--- config.mk ---
export PLATFORM = sky130hd
export DESIGN_NAME = dbcs_aware_script_comment_stripper
export DESIGN_NICKNAME = d
export VERILOG_FILES = /design/src/hw/rtl/dbcscs_pkg.sv /design/src/hw/rtl/dbcscs_front.sv /design/src/hw/rtl/dbcscs_queue.sv /design/src/hw/rtl/dbcscs_back.sv /design/src/hw/rtl/dbcs_aware_script_comment_stripper.sv
export VERILOG_INCLUDE_DIRS = /design/src /design/src/hw/rtl
export SDC_FILE = /design/constraint.sdc
export NUM_CORES = 1
export LEC_CHECK = 0
export BUFFER_PORTS_ARGS = -buffer_cell sky130_fd_sc_hd__clkbuf_2
export CAP_MARGIN = 20
export CORE_UTILIZATION = 60
export CTS_CLUSTER_DIAMETER = 50
export CTS_CLUSTER_SIZE = 10
export DETAILED_ROUTE_END_ITERATION = 16
export PLACE_DENSITY_LB_ADDON = 0.1
export SLEW_MARGIN = 30
export SYNTH_ARGS = -nofsm -noshare
export SYNTH_HDL_FRONTEND = slang
export SYNTH_HIERARCHICAL = 1
export SYNTH_SLANG_ARGS = --single-unit
--- constraint.sdc ---
create_clock -name clk -period 3.6 [get_ports clk]
set_input_delay 0.18 -clock clk [delete_from_list [all_inputs] [get_ports clk]]
set_output_delay 0.18 -clock clk [all_outputs]
set_load 0.005 [all_outputs]
--- src/hw/rtl/dbcs_aware_script_comment_stripper_defines.svh ---
// Assertion macros for the comment stripper.
// Each macro takes a label, the clock, the active-low reset and two expressions.
`ifndef DBCS_AWARE_SCRIPT_COMMENT_STRIPPER_DEFINES_SVH
`define DBCS_AWARE_SCRIPT_COMMENT_STRIPPER_DEFINES_SVH

`ifndef SYNTH

// Same-cycle implication
`define DBCSCS_ASSERT_IMPL(label, clk, rst_n, ante, cons) \
    label: assert property (@(posedge clk) disable iff (!(rst_n)) (ante) |-> (cons)) \
        else $error("implication check failed");

// Next-cycle implication
`define DBCSCS_ASSERT_NEXT(label, clk, rst_n, ante, cons) \
    label: assert property (@(posedge clk) disable iff (!(rst_n)) (ante) |=> (cons)) \
        else $error("next-cycle check failed");

`else

`define DBCSCS_ASSERT_IMPL(label, clk, rst_n, ante, cons)
`define DBCSCS_ASSERT_NEXT(label, clk, rst_n, ante, cons)

`endif

`endif

--- src/hw/rtl/dbcscs_pkg.sv ---
package dbcscs_pkg;

    // Character codes
    localparam logic [7:0] CH_CR    = 8'h0D;
    localparam logic [7:0] CH_LF    = 8'h0A;
    localparam logic [7:0] CH_QUOTE = 8'h22;
    localparam logic [7:0] CH_SLASH = 8'h2F;
    localparam logic [7:0] CH_STAR  = 8'h2A;
    localparam logic [7:0] CH_SPACE = 8'h20;
    localparam logic [7:0] CH_TAB   = 8'h09;
    localparam logic [7:0] CH_HIGH  = 8'd127;

    // Depth of the queue between front and back
    localparam int QUEUE_DEPTH = 4;

    // Scanner mode; codes 5 to 7 behave as normal text
    typedef enum logic [2:0] {
        MODE_NORMAL = 3'd0,
        MODE_STRING = 3'd1,
        MODE_LINE   = 3'd2,
        MODE_BLOCK  = 3'd3,
        MODE_STAR   = 3'd4
    } scan_mode_t;

    // One queued job: up to two output words
    typedef struct packed {
        logic       pre_slash;  // flushed slash word goes out first
        logic       bvalid;     // final word carries a byte
        logic       done;       // final word closes the text
        logic [7:0] data;       // byte of the final word
    } q_entry_t;

    // Queue status seen by front and back
    typedef struct packed {
        logic full;
        logic empty;
    } queue_status_t;

endpackage

--- src/hw/rtl/dbcscs_front.sv ---
module dbcscs_front
(
    input  logic                      clk,
    input  logic                      rst_n,
    input  logic                      s_tvalid,
    output logic                      s_tready,
    input  logic [7:0]                s_tdata,   // [7:0] text_byte
    input  logic                      s_tlast,   // end_of_text
    input  dbcscs_pkg::queue_status_t q_status,
    output logic                      push,
    output dbcscs_pkg::q_entry_t      push_entry
);

    dbcscs_pkg::scan_mode_t mode_reg, mode_next;
    logic slash_reg, slash_next;
    logic nl_reg, nl_next;
    logic sp_reg, sp_next;
    logic odd_reg, odd_next;
    logic prev_hi_reg, prev_hi_next;

    logic       accept;
    logic       act;
    logic [7:0] bc;
    logic       act_quote, act_slash, act_star, act_lf, act_space, act_tab;

    // normal-text classification of the current byte
    logic nb_emit, nb_nl, nb_sp;

    logic pre_slash;
    logic emit_b;

    assign s_tready = !q_status.full;
    assign accept   = s_tvalid && s_tready;

    // A byte is structural unless it trails an odd high-byte run
    assign act = !(prev_hi_reg && odd_reg);
    assign bc  = (act && s_tdata == dbcscs_pkg::CH_CR) ? dbcscs_pkg::CH_LF : s_tdata;

    assign act_quote = act && bc == dbcscs_pkg::CH_QUOTE;
    assign act_slash = act && bc == dbcscs_pkg::CH_SLASH;
    assign act_star  = act && bc == dbcscs_pkg::CH_STAR;
    assign act_lf    = act && bc == dbcscs_pkg::CH_LF;
    assign act_space = act && bc == dbcscs_pkg::CH_SPACE;
    assign act_tab   = act && bc == dbcscs_pkg::CH_TAB;

    // Normal-text handling of one byte
    always_comb
    begin
        nb_emit = 1'b1;
        nb_nl   = 1'b0;
        nb_sp   = 1'b0;
        if (act_slash || act_tab)
        begin
            nb_emit = 1'b0;
        end
        else if (act_lf)
        begin
            nb_emit = !nl_reg;
            nb_nl   = 1'b1;
        end
        else if (act_space)
        begin
            nb_emit = !sp_reg;
            nb_sp   = 1'b1;
        end
    end

    // Next scan mode
    always_comb
    begin
        mode_next = mode_reg;
        case (mode_reg)
            dbcscs_pkg::MODE_STRING:
            begin
                if (act_quote)
                    mode_next = dbcscs_pkg::MODE_NORMAL;
            end
            dbcscs_pkg::MODE_LINE:
            begin
                if (act_lf)
                    mode_next = dbcscs_pkg::MODE_NORMAL;
            end
            dbcscs_pkg::MODE_BLOCK:
            begin
                if (act_star)
                    mode_next = dbcscs_pkg::MODE_STAR;
            end
            dbcscs_pkg::MODE_STAR:
            begin
                if (act_slash)
                    mode_next = dbcscs_pkg::MODE_NORMAL;
                else if (!act_star)
                    mode_next = dbcscs_pkg::MODE_BLOCK;
            end
            default:
            begin
                if (slash_reg && act_slash)
                    mode_next = dbcscs_pkg::MODE_LINE;
                else if (slash_reg && act_star)
                    mode_next = dbcscs_pkg::MODE_STAR;
                else if (act_quote)
                    mode_next = dbcscs_pkg::MODE_STRING;
                else
                    mode_next = dbcscs_pkg::MODE_NORMAL;
            end
        endcase
        if (s_tlast)
            mode_next = dbcscs_pkg::MODE_NORMAL;
    end

    // Emitted bytes and run/slash flags
    always_comb
    begin
        slash_next = slash_reg;
        nl_next    = nl_reg;
        sp_next    = sp_reg;
        pre_slash  = 1'b0;
        emit_b     = 1'b0;
        case (mode_reg)
            dbcscs_pkg::MODE_STRING:
            begin
                emit_b = 1'b1;
            end
            dbcscs_pkg::MODE_LINE:
            begin
                if (act_lf)
                begin
                    emit_b  = nb_emit;
                    nl_next = nb_nl;
                    sp_next = nb_sp;
                end
            end
            dbcscs_pkg::MODE_BLOCK,
            dbcscs_pkg::MODE_STAR:
            begin
                emit_b = 1'b0;
            end
            default:
            begin
                if (slash_reg && (act_slash || act_star))
                begin
                    slash_next = 1'b0;
                    nl_next    = 1'b0;
                    sp_next    = 1'b0;
                end
                else
                begin
                    pre_slash  = slash_reg;
                    slash_next = act_slash;
                    emit_b     = nb_emit;
                    nl_next    = nb_nl;
                    sp_next    = nb_sp;
                end
            end
        endcase
        if (s_tlast)
        begin
            slash_next = 1'b0;
            nl_next    = 1'b0;
            sp_next    = 1'b0;
        end
    end

    // High-byte run tracking
    always_comb
    begin
        odd_next     = (s_tdata >= dbcscs_pkg::CH_HIGH) ? !odd_reg : 1'b0;
        prev_hi_next = s_tdata > dbcscs_pkg::CH_HIGH;
        if (s_tlast)
        begin
            odd_next     = 1'b0;
            prev_hi_next = 1'b0;
        end
    end

    // Queue job for this word
    always_comb
    begin
        push                 = accept && (s_tlast || pre_slash || emit_b);
        push_entry.done      = s_tlast;
        push_entry.pre_slash = !s_tlast && pre_slash && emit_b;
        if (s_tlast)
        begin
            push_entry.bvalid = slash_reg;
            push_entry.data   = slash_reg ? dbcscs_pkg::CH_SLASH : 8'h00;
        end
        else
        begin
            push_entry.bvalid = 1'b1;
            push_entry.data   = emit_b ? bc : dbcscs_pkg::CH_SLASH;
        end
    end

    // Scanner state
    always_ff @(posedge clk or negedge rst_n)
    begin
        if (!rst_n)
        begin
            mode_reg    <= dbcscs_pkg::MODE_NORMAL;
            slash_reg   <= 1'b0;
            nl_reg      <= 1'b0;
            sp_reg      <= 1'b0;
            odd_reg     <= 1'b0;
            prev_hi_reg <= 1'b0;
        end
        else if (accept)
        begin
            mode_reg    <= mode_next;
            slash_reg   <= slash_next;
            nl_reg      <= nl_next;
            sp_reg      <= sp_next;
            odd_reg     <= odd_next;
            prev_hi_reg <= prev_hi_next;
        end
    end

endmodule

--- src/hw/rtl/dbcscs_queue.sv ---
module dbcscs_queue
#(
    parameter int DEPTH = dbcscs_pkg::QUEUE_DEPTH
)
(
    input  logic                      clk,
    input  logic                      rst_n,
    input  logic                      push,
    input  dbcscs_pkg::q_entry_t      push_entry,
    input  logic                      pop,
    output dbcscs_pkg::q_entry_t      head,
    output dbcscs_pkg::queue_status_t q_status
);

    localparam int PTR_W = (DEPTH > 1) ? $clog2(DEPTH) : 1;
    localparam int CNT_W = $clog2(DEPTH + 1);

    dbcscs_pkg::q_entry_t entries [DEPTH];

    logic [PTR_W-1:0] wr_ptr_reg, wr_ptr_next;
    logic [PTR_W-1:0] rd_ptr_reg, rd_ptr_next;
    logic [CNT_W-1:0] count_reg, count_next;

    assign q_status.full  = count_reg == CNT_W'(DEPTH);
    assign q_status.empty = count_reg == '0;
    assign head           = entries[rd_ptr_reg];

    // Pointer and fill count update
    always_comb
    begin
        wr_ptr_next = wr_ptr_reg;
        rd_ptr_next = rd_ptr_reg;
        if (push)
            wr_ptr_next = (wr_ptr_reg == PTR_W'(DEPTH - 1)) ? '0 : wr_ptr_reg + 1'b1;
        if (pop)
            rd_ptr_next = (rd_ptr_reg == PTR_W'(DEPTH - 1)) ? '0 : rd_ptr_reg + 1'b1;
        count_next = count_reg + CNT_W'(push) - CNT_W'(pop);
    end

    always_ff @(posedge clk or negedge rst_n)
    begin
        if (!rst_n)
        begin
            wr_ptr_reg <= '0;
            rd_ptr_reg <= '0;
            count_reg  <= '0;
        end
        else
        begin
            wr_ptr_reg <= wr_ptr_next;
            rd_ptr_reg <= rd_ptr_next;
            count_reg  <= count_next;
        end
    end

    // Storage
    always_ff @(posedge clk)
    begin
        if (push)
            entries[wr_ptr_reg] <= push_entry;
    end

endmodule

--- src/hw/rtl/dbcscs_back.sv ---
module dbcscs_back
(
    input  logic                      clk,
    input  logic                      rst_n,
    input  dbcscs_pkg::queue_status_t q_status,
    input  dbcscs_pkg::q_entry_t      head,
    output logic                      pop,
    output logic                      m_tvalid,
    input  logic                      m_tready,
    output logic [7:0]                m_tdata,   // [7:0] out_byte
    output logic [1:0]                m_tuser,   // [0] byte_valid, [1] text_done
    output logic                      m_tlast    // run_last
);

    logic       valid_reg, valid_next;
    logic [7:0] data_reg, data_next;
    logic       bvalid_reg, bvalid_next;
    logic       done_reg, done_next;
    logic       last_reg, last_next;
    logic       second_reg, second_next;
    logic [7:0] second_data_reg, second_data_next;

    logic load;

    assign load = !valid_reg || m_tready;
    assign pop  = load && !second_reg && !q_status.empty;

    // Output word selection: pending second half first, then queue head
    always_comb
    begin
        valid_next       = valid_reg;
        data_next        = data_reg;
        bvalid_next      = bvalid_reg;
        done_next        = done_reg;
        last_next        = last_reg;
        second_next      = second_reg;
        second_data_next = second_data_reg;
        if (load)
        begin
            if (second_reg)
            begin
                valid_next  = 1'b1;
                data_next   = second_data_reg;
                bvalid_next = 1'b1;
                done_next   = 1'b0;
                last_next   = 1'b1;
                second_next = 1'b0;
            end
            else if (!q_status.empty)
            begin
                valid_next = 1'b1;
                if (head.pre_slash)
                begin
                    data_next        = dbcscs_pkg::CH_SLASH;
                    bvalid_next      = 1'b1;
                    done_next        = 1'b0;
                    last_next        = 1'b0;
                    second_next      = 1'b1;
                    second_data_next = head.data;
                end
                else
                begin
                    data_next   = head.data;
                    bvalid_next = head.bvalid;
                    done_next   = head.done;
                    last_next   = 1'b1;
                end
            end
            else
            begin
                valid_next = 1'b0;
            end
        end
    end

    // Control
    always_ff @(posedge clk or negedge rst_n)
    begin
        if (!rst_n)
        begin
            valid_reg  <= 1'b0;
            second_reg <= 1'b0;
        end
        else
        begin
            valid_reg  <= valid_next;
            second_reg <= second_next;
        end
    end

    // Payload
    always_ff @(posedge clk)
    begin
        data_reg        <= data_next;
        bvalid_reg      <= bvalid_next;
        done_reg        <= done_next;
        last_reg        <= last_next;
        second_data_reg <= second_data_next;
    end

    assign m_tvalid = valid_reg;
    assign m_tdata  = data_reg;
    assign m_tuser  = {done_reg, bvalid_reg};
    assign m_tlast  = last_reg;

endmodule

--- src/hw/rtl/dbcs_aware_script_comment_stripper.sv ---
// Channel   Dir  tdata            tuser                          tlast
// s_        in   [7:0] text_byte  -                              end_of_text
// m_        out  [7:0] out_byte   [0] byte_valid, [1] text_done  run_last
//
// Input takes one byte word per cycle while the job queue has room.
// An input byte yields zero to two output words, one per cycle with m_tready high;
// only a byte flushing a held slash needs two. End of text always yields one word.
// A word passes through the queue and then the output register before it is presented.
// Reset is asynchronous, active low, and clears scanner and queue control state.
// Front and back stall independently through the queue of QUEUE_DEPTH jobs.
`include "dbcs_aware_script_comment_stripper_defines.svh"

module dbcs_aware_script_comment_stripper
#(
    parameter int QUEUE_DEPTH = dbcscs_pkg::QUEUE_DEPTH
)
(
    input  logic       clk,
    input  logic       rst_n,
    input  logic       s_tvalid,
    output logic       s_tready,
    input  logic [7:0] s_tdata,    // [7:0] text_byte
    input  logic       s_tlast,    // end_of_text
    output logic       m_tvalid,
    input  logic       m_tready,
    output logic [7:0] m_tdata,    // [7:0] out_byte
    output logic [1:0] m_tuser,    // [0] byte_valid, [1] text_done
    output logic       m_tlast     // run_last
);

    logic                      push;
    logic                      pop;
    dbcscs_pkg::q_entry_t      push_entry;
    dbcscs_pkg::q_entry_t      head;
    dbcscs_pkg::queue_status_t q_status;

    // Output word shapes used by the checks
    logic slash_word;
    logic closing_word;
    logic second_half;

    dbcscs_front u_front
    (
        .clk        (clk),
        .rst_n      (rst_n),
        .s_tvalid   (s_tvalid),
        .s_tready   (s_tready),
        .s_tdata    (s_tdata),
        .s_tlast    (s_tlast),
        .q_status   (q_status),
        .push       (push),
        .push_entry (push_entry)
    );

    dbcscs_queue
    #(
        .DEPTH (QUEUE_DEPTH)
    )
    u_queue
    (
        .clk        (clk),
        .rst_n      (rst_n),
        .push       (push),
        .push_entry (push_entry),
        .pop        (pop),
        .head       (head),
        .q_status   (q_status)
    );

    dbcscs_back u_back
    (
        .clk      (clk),
        .rst_n    (rst_n),
        .q_status (q_status),
        .head     (head),
        .pop      (pop),
        .m_tvalid (m_tvalid),
        .m_tready (m_tready),
        .m_tdata  (m_tdata),
        .m_tuser  (m_tuser),
        .m_tlast  (m_tlast)
    );

    assign slash_word   = m_tuser[0] && !m_tuser[1] && m_tdata == dbcscs_pkg::CH_SLASH;
    assign closing_word = m_tuser[1] && m_tdata == 8'h00;
    assign second_half  = m_tvalid && m_tlast && !m_tuser[1];

    // End-of-text word is always the final word of its item
    `DBCSCS_ASSERT_IMPL(a_done_is_last, clk, rst_n, m_tvalid && m_tuser[1], m_tlast)
    // A non-final word can only be a flushed slash
    `DBCSCS_ASSERT_IMPL(a_first_is_slash, clk, rst_n, m_tvalid && !m_tlast, slash_word)
    // An empty word only closes the text and carries a zero byte
    `DBCSCS_ASSERT_IMPL(a_empty_word, clk, rst_n, m_tvalid && !m_tuser[0], closing_word)
    // The first half of a slash pair is followed by its second half
    `DBCSCS_ASSERT_NEXT(a_pair_follows, clk, rst_n, m_tvalid && m_tready && !m_tlast, second_half)

endmodule
======== Word-level counts from Yosys, hierarchy flattened ========
Memories as Yosys holds them, arrays and structs flattened.
Cells that the tools add are included.
storage, ports and cells
  register bits ........................... 36
  word-level logic and storage cells ...... 146
  output and inout bits ................... 13
  memories ................................ 1
  bits in writable memories ............... 44
memory list
  memory           depth  width  read ports  clocked after memory_dff  wr ports  line                text
  u_queue.entries  4      11     1           0                         1         dbcscs_queue.sv:18  dbcscs_pkg::q_entry_t entries [DEPTH];
operators by class
  add/subtract/negate cells ............... 4
  bitwise operators ....................... 2
  reductions and logical operators ........ 40
  equality and inequality tests ........... 21
  mux-type cells .......................... 60
  $lt $le $gt $ge ......................... 2
operator list
  kind                   number
  $mux W8                6
  $mux W1                39
  $eq A8 B6 Y1 const B   4
  $eq A8 B4 Y1 const B   3
  $mux W3                8
  $logic_and A1 B1 Y1    17
  $pmux W3 S4            1
  $logic_not A1 Y1       9
  $ne A3 B2 Y1 const B   3
  $ge A8 B7 Y1 const B   1
  $gt A8 B7 Y1 const B   1
  $eq A3 B2 Y1 const B   2
  $eq A3 B3 Y1 const B   2
  $mux W6                1
  $logic_or A1 B1 Y1     5
  $reduce_and A5 Y1      1
  $add A2 B1 Y2 const B  2
  $eq A2 B2 Y1 const B   2
  $mux W2                2
  $ne A2 B1 Y1 const B   2
  $ne A4 B3 Y1 const B   1
  $pmux W1 S2            2
  $reduce_and A2 Y1      2
  $reduce_and A4 Y1      1
  other kinds (11)       12

======== Depth between registers and ports, before layout ========
  depth after elaboration ................. 15
  gate-level depth with buffers ........... 9
  gate-level depth less buffers ........... 8

======== Modules after synthesis ========
Netlist, hierarchy kept.
modules (own cells, without submodules)
  module        cells each  area each (um^2)  instances  sequential area each (um^2)
  dbcscs_queue  93          2004.4            1          1496.4
  dbcscs_front  131         1051.0            1          200.2
  dbcscs_back   58          835.8             1          620.6

======== Least setup slack after synthesis ========
OpenSTA, ideal clock, no wires.
  path kind ............................... reg-to-reg
  start point ............................. register u_front.prev_hi_reg
  end point ............................... register u_queue.count_reg[2]
  setup time .............................. 0.123 ns
  clock period less this slack ............ 2.519 ns
  buffers on the path ..................... 0
  stages on the path, launching flop included .. 8
  setup slack ............................. 1.081 ns
  required time ........................... 3.477 ns
  arrival time ............................ 2.397 ns
  path through ............................ dfrtp_1 a2111o_1 o21ai_0 a21oi_2 o31a_1 ha_1 fa_1 xnor2_1
on the way
  word-level cells in the longest chain between the ends .. 15
RTL lines
  what                                               line                                                           text
  start: declaration                                 dbcscs_front.sv:19                                             logic prev_hi_reg, prev_hi_next;
  start signal: assignment                           dbcscs_front.sv:213                                            prev_hi_reg <= prev_hi_next;
  $logic_and A1 B1 Y1 *                              dbcscs_front.sv:36                                             assign act = !(prev_hi_reg && odd_reg);
  $logic_not A1 Y1 *                                 dbcscs_front.sv:36
  $logic_and A1 B1 Y1                                dbcscs_front.sv:37                                             assign bc = (act && s_tdata == dbcscs_pkg::CH_CR) ? dbcscs_pkg::CH_LF : s_tdata;
  $mux W8                                            dbcscs_front.sv:37
  $eq A8 B6 Y1, on equally long branches             dbcscs_front.sv:43, dbcscs_front.sv:40, dbcscs_front.sv:41
  $logic_and A1 B1 Y1, on equally long branches      dbcscs_front.sv:43, dbcscs_front.sv:40, dbcscs_front.sv:41
  $mux W1 or $logic_or A1 B1 Y1 (tied branches)      dbcscs_front.sv:61, dbcscs_front.sv:140
  $mux W1 or $logic_and A1 B1 Y1 (tied branches)     dbcscs_front.sv:56, dbcscs_front.sv:140
  $mux W1, on equally long branches                  dbcscs_front.sv:52, dbcscs_front.sv:140
  $mux W1, on equally long branches                  dbcscs_front.sv:140, dbcscs_front.sv:119, dbcscs_front.sv:126
  $pmux W1 S3 or $logic_or A1 B1 Y1 (tied branches)  dbcscs_front.sv:119, dbcscs_front.sv:179
  $logic_or A1 B1 Y1 *                               dbcscs_front.sv:179                                            push = accept && (s_tlast || pre_slash || emit_b);
  $logic_and A1 B1 Y1 *                              dbcscs_front.sv:179
  via push                                           dbcs_aware_script_comment_stripper.sv:31                       logic push;
  $add A3 B1 Y3 *                                    dbcscs_queue.sv:37                                             count_next = count_reg + CNT_W'(push) - CNT_W'(pop);
  $sub A3 B1 Y3 *                                    dbcscs_queue.sv:37
  via u_queue.count_next[2]                          dbcscs_queue.sv:22                                             logic [CNT_W-1:0] count_reg, count_next;
  end signal: assignment                             dbcscs_queue.sv:52                                             count_reg <= count_next;
  end: declaration                                   dbcscs_queue.sv:22
The timed path passes the listed nets; every way through them passes the cells marked *.
A chain may end at the register's enable or synchronous reset.

======== Worst setup path in the final report ========
  start point ............................. register u_front.prev_hi_reg
  end point ............................... memory u_queue/entries[1][3] in the netlist's numbering (enable)
on the way
  word-level cells in the longest chain between the ends .. 15
RTL lines
  what                                               line                                                           text
  $logic_and A1 B1 Y1 *                              dbcscs_front.sv:36
  $logic_not A1 Y1 *                                 dbcscs_front.sv:36
  $logic_and A1 B1 Y1                                dbcscs_front.sv:37
  $mux W8                                            dbcscs_front.sv:37
  $eq A8 B6 Y1, on equally long branches             dbcscs_front.sv:43, dbcscs_front.sv:40, dbcscs_front.sv:41
  $logic_and A1 B1 Y1, on equally long branches      dbcscs_front.sv:43, dbcscs_front.sv:40, dbcscs_front.sv:41
  $mux W1 or $logic_or A1 B1 Y1 (tied branches)      dbcscs_front.sv:61, dbcscs_front.sv:140
  $mux W1 or $logic_and A1 B1 Y1 (tied branches)     dbcscs_front.sv:56, dbcscs_front.sv:140
  $mux W1, on equally long branches                  dbcscs_front.sv:52, dbcscs_front.sv:140
  $mux W1, on equally long branches                  dbcscs_front.sv:140, dbcscs_front.sv:119, dbcscs_front.sv:126
  $pmux W1 S3 or $logic_or A1 B1 Y1 (tied branches)  dbcscs_front.sv:119, dbcscs_front.sv:179
  $logic_or A1 B1 Y1 *                               dbcscs_front.sv:179
  $logic_and A1 B1 Y1 *                              dbcscs_front.sv:179
  via push                                           dbcs_aware_script_comment_stripper.sv:31
  $mux W1 *                                          dbcscs_queue.sv:59                                             if (push)
  $mux W1 (not written as such) *                    dbcscs_queue.sv:60                                             entries[wr_ptr_reg] <= push_entry;
  end: declaration                                   dbcscs_queue.sv:18
Marked as above.

==> results.sh <==
export IMPL_status="finished, final reports clean"
export IMPL_gr_total_overflow=0
export IMPL_relSlewSlack=0.520
export IMPL_grt_first_pass_wirelength_um=11300
export IMPL_timing_final_hold_violations=0
export IMPL_ir_worst_vdd_uv=467
export IMPL_min_to="u_front/prev_hi_reg"
export IMPL_port_buffers=25
export IMPL_die_w_um=82.5
export IMPL_hpwlAfterDp_um=5110
export IMPL_worstPathArrival_ns=2.94
export IMPL_drive_gt1_frac=0.219
export IMPL_dieArea_mm2=0.00681
export IMPL_r2r_end="u_queue/entries[1][3]"
export IMPL_critical_path_required_ns=3.59
export IMPL_p_leak_nw=1.53
export IMPL_numClockSinks=80
export IMPL_reg2reg_from="u_front/prev_hi_reg"
export IMPL_clkLatencyLatePin_ns=0.35
export IMPL_cts_buffers=9
export IMPL_power_density_mw_per_mm2=689
export IMPL_hp_class="in2reg"
export IMPL_core_mm2=0.00610
export IMPL_yosysWarnings=6
export IMPL_ys_types=63
export IMPL_min_path_cells=3
export IMPL_grt_use_total=0.236
export IMPL_layout_common_cells="edfxtp_1, clkbuf_2, nand2_1"
export IMPL_async_flop_share=0.213
export IMPL_period_minus_slack_ns=2.95
export IMPL_synth_top_area_frac=0.486
export IMPL_fin_nets=326
export IMPL_tritoncts="done"
export IMPL_firstDrtPassIters=5
export IMPL_worstMarginPinSlew_ns=0.715
export IMPL_stdcell_area_mm2=0.00417
export IMPL_fin_ws_ns=0.653
export IMPL_synth_seq_cells=80
export IMPL_detail_route_antenna_nets=0
export IMPL_cts_root_buffer="clkbuf_8"
export IMPL_drc=0
export IMPL_antenna_found_initial=0
export IMPL_path_clk_slew_ns=0.09
export IMPL_synthTopCellsByArea="edfxtp_1, dfrtp_1, mux4_2, o21ai_0, ha_1"
export IMPL_fmax_ghz=0.339
export IMPL_ys_flop_type="edfxtp_1"
export IMPL_diodes=0
export IMPL_largest_reg_flops=44
export IMPL_setup_viol=0
export IMPL_yosysSeqAreaShare=0.595
export IMPL_slew_viol_final=0
export IMPL_via_per_inst=6.14
export IMPL_skew_ns=0.0104
export IMPL_critPathKind="reg2reg"
export IMPL_clk_path_buf_depth=2
export IMPL_synthCells=282
export IMPL_num_vias=2362
export IMPL_cts_resized=0
export IMPL_syn_area_mm2=0.00389
export IMPL_initial_utilization=0.638
export IMPL_rsz0062_at_grt="no"
export IMPL_grt_pass1_vias=2115
export IMPL_hold_path_startpoint="s_tdata[7]"
export IMPL_max_cap_violations=0
export IMPL_dp_slack_ns=0.721
export IMPL_pin_count=26
export IMPL_final_min_period_over_clock_period=0.819
export IMPL_yosysTopAreaCell="edfxtp_1"
export IMPL_cp_end_kind="register"
export IMPL_reg2reg_depth=6
export IMPL_place_area_mm2=0.00396
export IMPL_synthesis_area_per_instance_um2=13.8
export IMPL_tns_ns=0
export IMPL_drt_wl_total_um=7230
export IMPL_synth_edf_count=63
export IMPL_die_h_um=82.5
export IMPL_place_gp_congestion=0.859
export IMPL_rrSetupSlack_ns=0.65
export IMPL_grt_max_degree=21
export IMPL_wire_per_inst_um=18.8
export IMPL_final_common_cell="edfxtp_1"
export IMPL_cp_max_fo=11
export IMPL_start_kind="register"
export IMPL_syn_num_nets=303
export IMPL_cts_max_level=3
export IMPL_area_growth_syn_to_layout_pct=7.17
export IMPL_drtIter0Drc=200
export IMPL_num_rows=28
-- Yosys cell counts, types with 2 or more instances --
library cell	number
o31a_1	2
edfxtp_1	63
nor4b_2	2
ha_1	7
mux4_2	8
a22oi_1	2
and2_1	9
or3b_2	2
a21oi_1	7
xnor2_1	2
buf_4	5
a41oi_1	2
o21ai_0	22
a21o_1	3
xor2_1	3
dfrtp_1	17
nand2_2	2
mux2_2	2
nand4_1	3
inv_1	17
nor2_1	13
mux4_1	3
a21oi_2	2
clkbuf_8	5
nand2_1	23
nand3b_1	2
a31oi_1	3
nor3_1	6
buf_6	4
and3_1	3
o22ai_1	2
nand2b_1	4
a22o_1	2
-- where the power goes --
part / leakage, nW / internal, mW / switching [mW]
clock: 0.0863 / 0.264 / 0.357
combinational: 0.644 / 0.366 / 0.422
sequential: 0.800 / 1.33 / 0.139
total: 1.53 / 1.96 / 0.918
-- kinds of logic (layout without fill, tap and decap cells) --
group,after synthesis,in the layout,share of synthesized area
DFF,80,80,0.595
muxes,13,13,0.0723
AOI/OAI and AO/OA,63,63,0.119
adders and majority gates,8,8,0.0277
and+or+nand+nor,81,81,0.118
buffers and inverters,32,60,0.0566
xor gates and xnor gates,5,5,0.0113
-- stage by stage --
stage	util	power [mW]	hold slack, ns	instances
finish	0.684	2.87	0.150	385
global route	0.684	3.05	0.161	385
CTS	0.682	2.89	0.139	385
detailed placement	0.650	2.27	0.160	368
global placement	0.650	2.23	0.157	368
floorplan	-	2.07	-0.116	282
-- worst max-delay path by stage --
stage | startpoint | endpoint | slack (ns) | cells after the start
after floorplan | u_front/prev_hi_reg | u_queue/count_reg[2] | 1.08 | 7
after global placement | u_front/prev_hi_reg | u_queue/entries[1][6] | 0.83 | 6
after detailed placement | u_front/prev_hi_reg | u_queue/entries[1][8] | 0.72 | 6
after CTS | u_front/prev_hi_reg | u_queue/entries[1][8] | 0.70 | 6
after global routing | u_front/prev_hi_reg | u_queue/entries[1][5] | 0.53 | 6
final | u_front/prev_hi_reg | u_queue/entries[1][3] | 0.65 | 6
-- routing by layer --
metal / global-route usage / wire, um / share of wire
met1: 0.345 / 3380 / 0.47
met2: 0.350 / 3300 / 0.46
met3: 0.0451 / 418 / 0.058
met4: 0.0966 / 127 / 0.018
met5: 0 / 0 / 0
-- final cells by class --
cell class                      instances  area [um^2]
Clock buffer                            9          124
Clock inverter                          7         62.6
Fill cell                             425         1930
Inverter                               17         63.8
Multi-Input combinational cell        170         1370
Sequential cell                        80         2320
Tap cell                               75         93.8
Timing Repair Buffer                   27          143
-- critical path, stage by stage, from the launching register on --
cell and delay (ns):
dfrtp_1 0.44, a2111o_1 0.51, a211oi_4 0.36, nand2_1 0.11
a21oi_2 0.25, o31a_1 0.36, and2_1 0.56
-- repair_timing --
action,CTS,global route
hold endpoints to repair,17,0
buffers inserted,0,0
hold buffers,1,0
No activity file was read; power rests on OpenSTA's default activity.
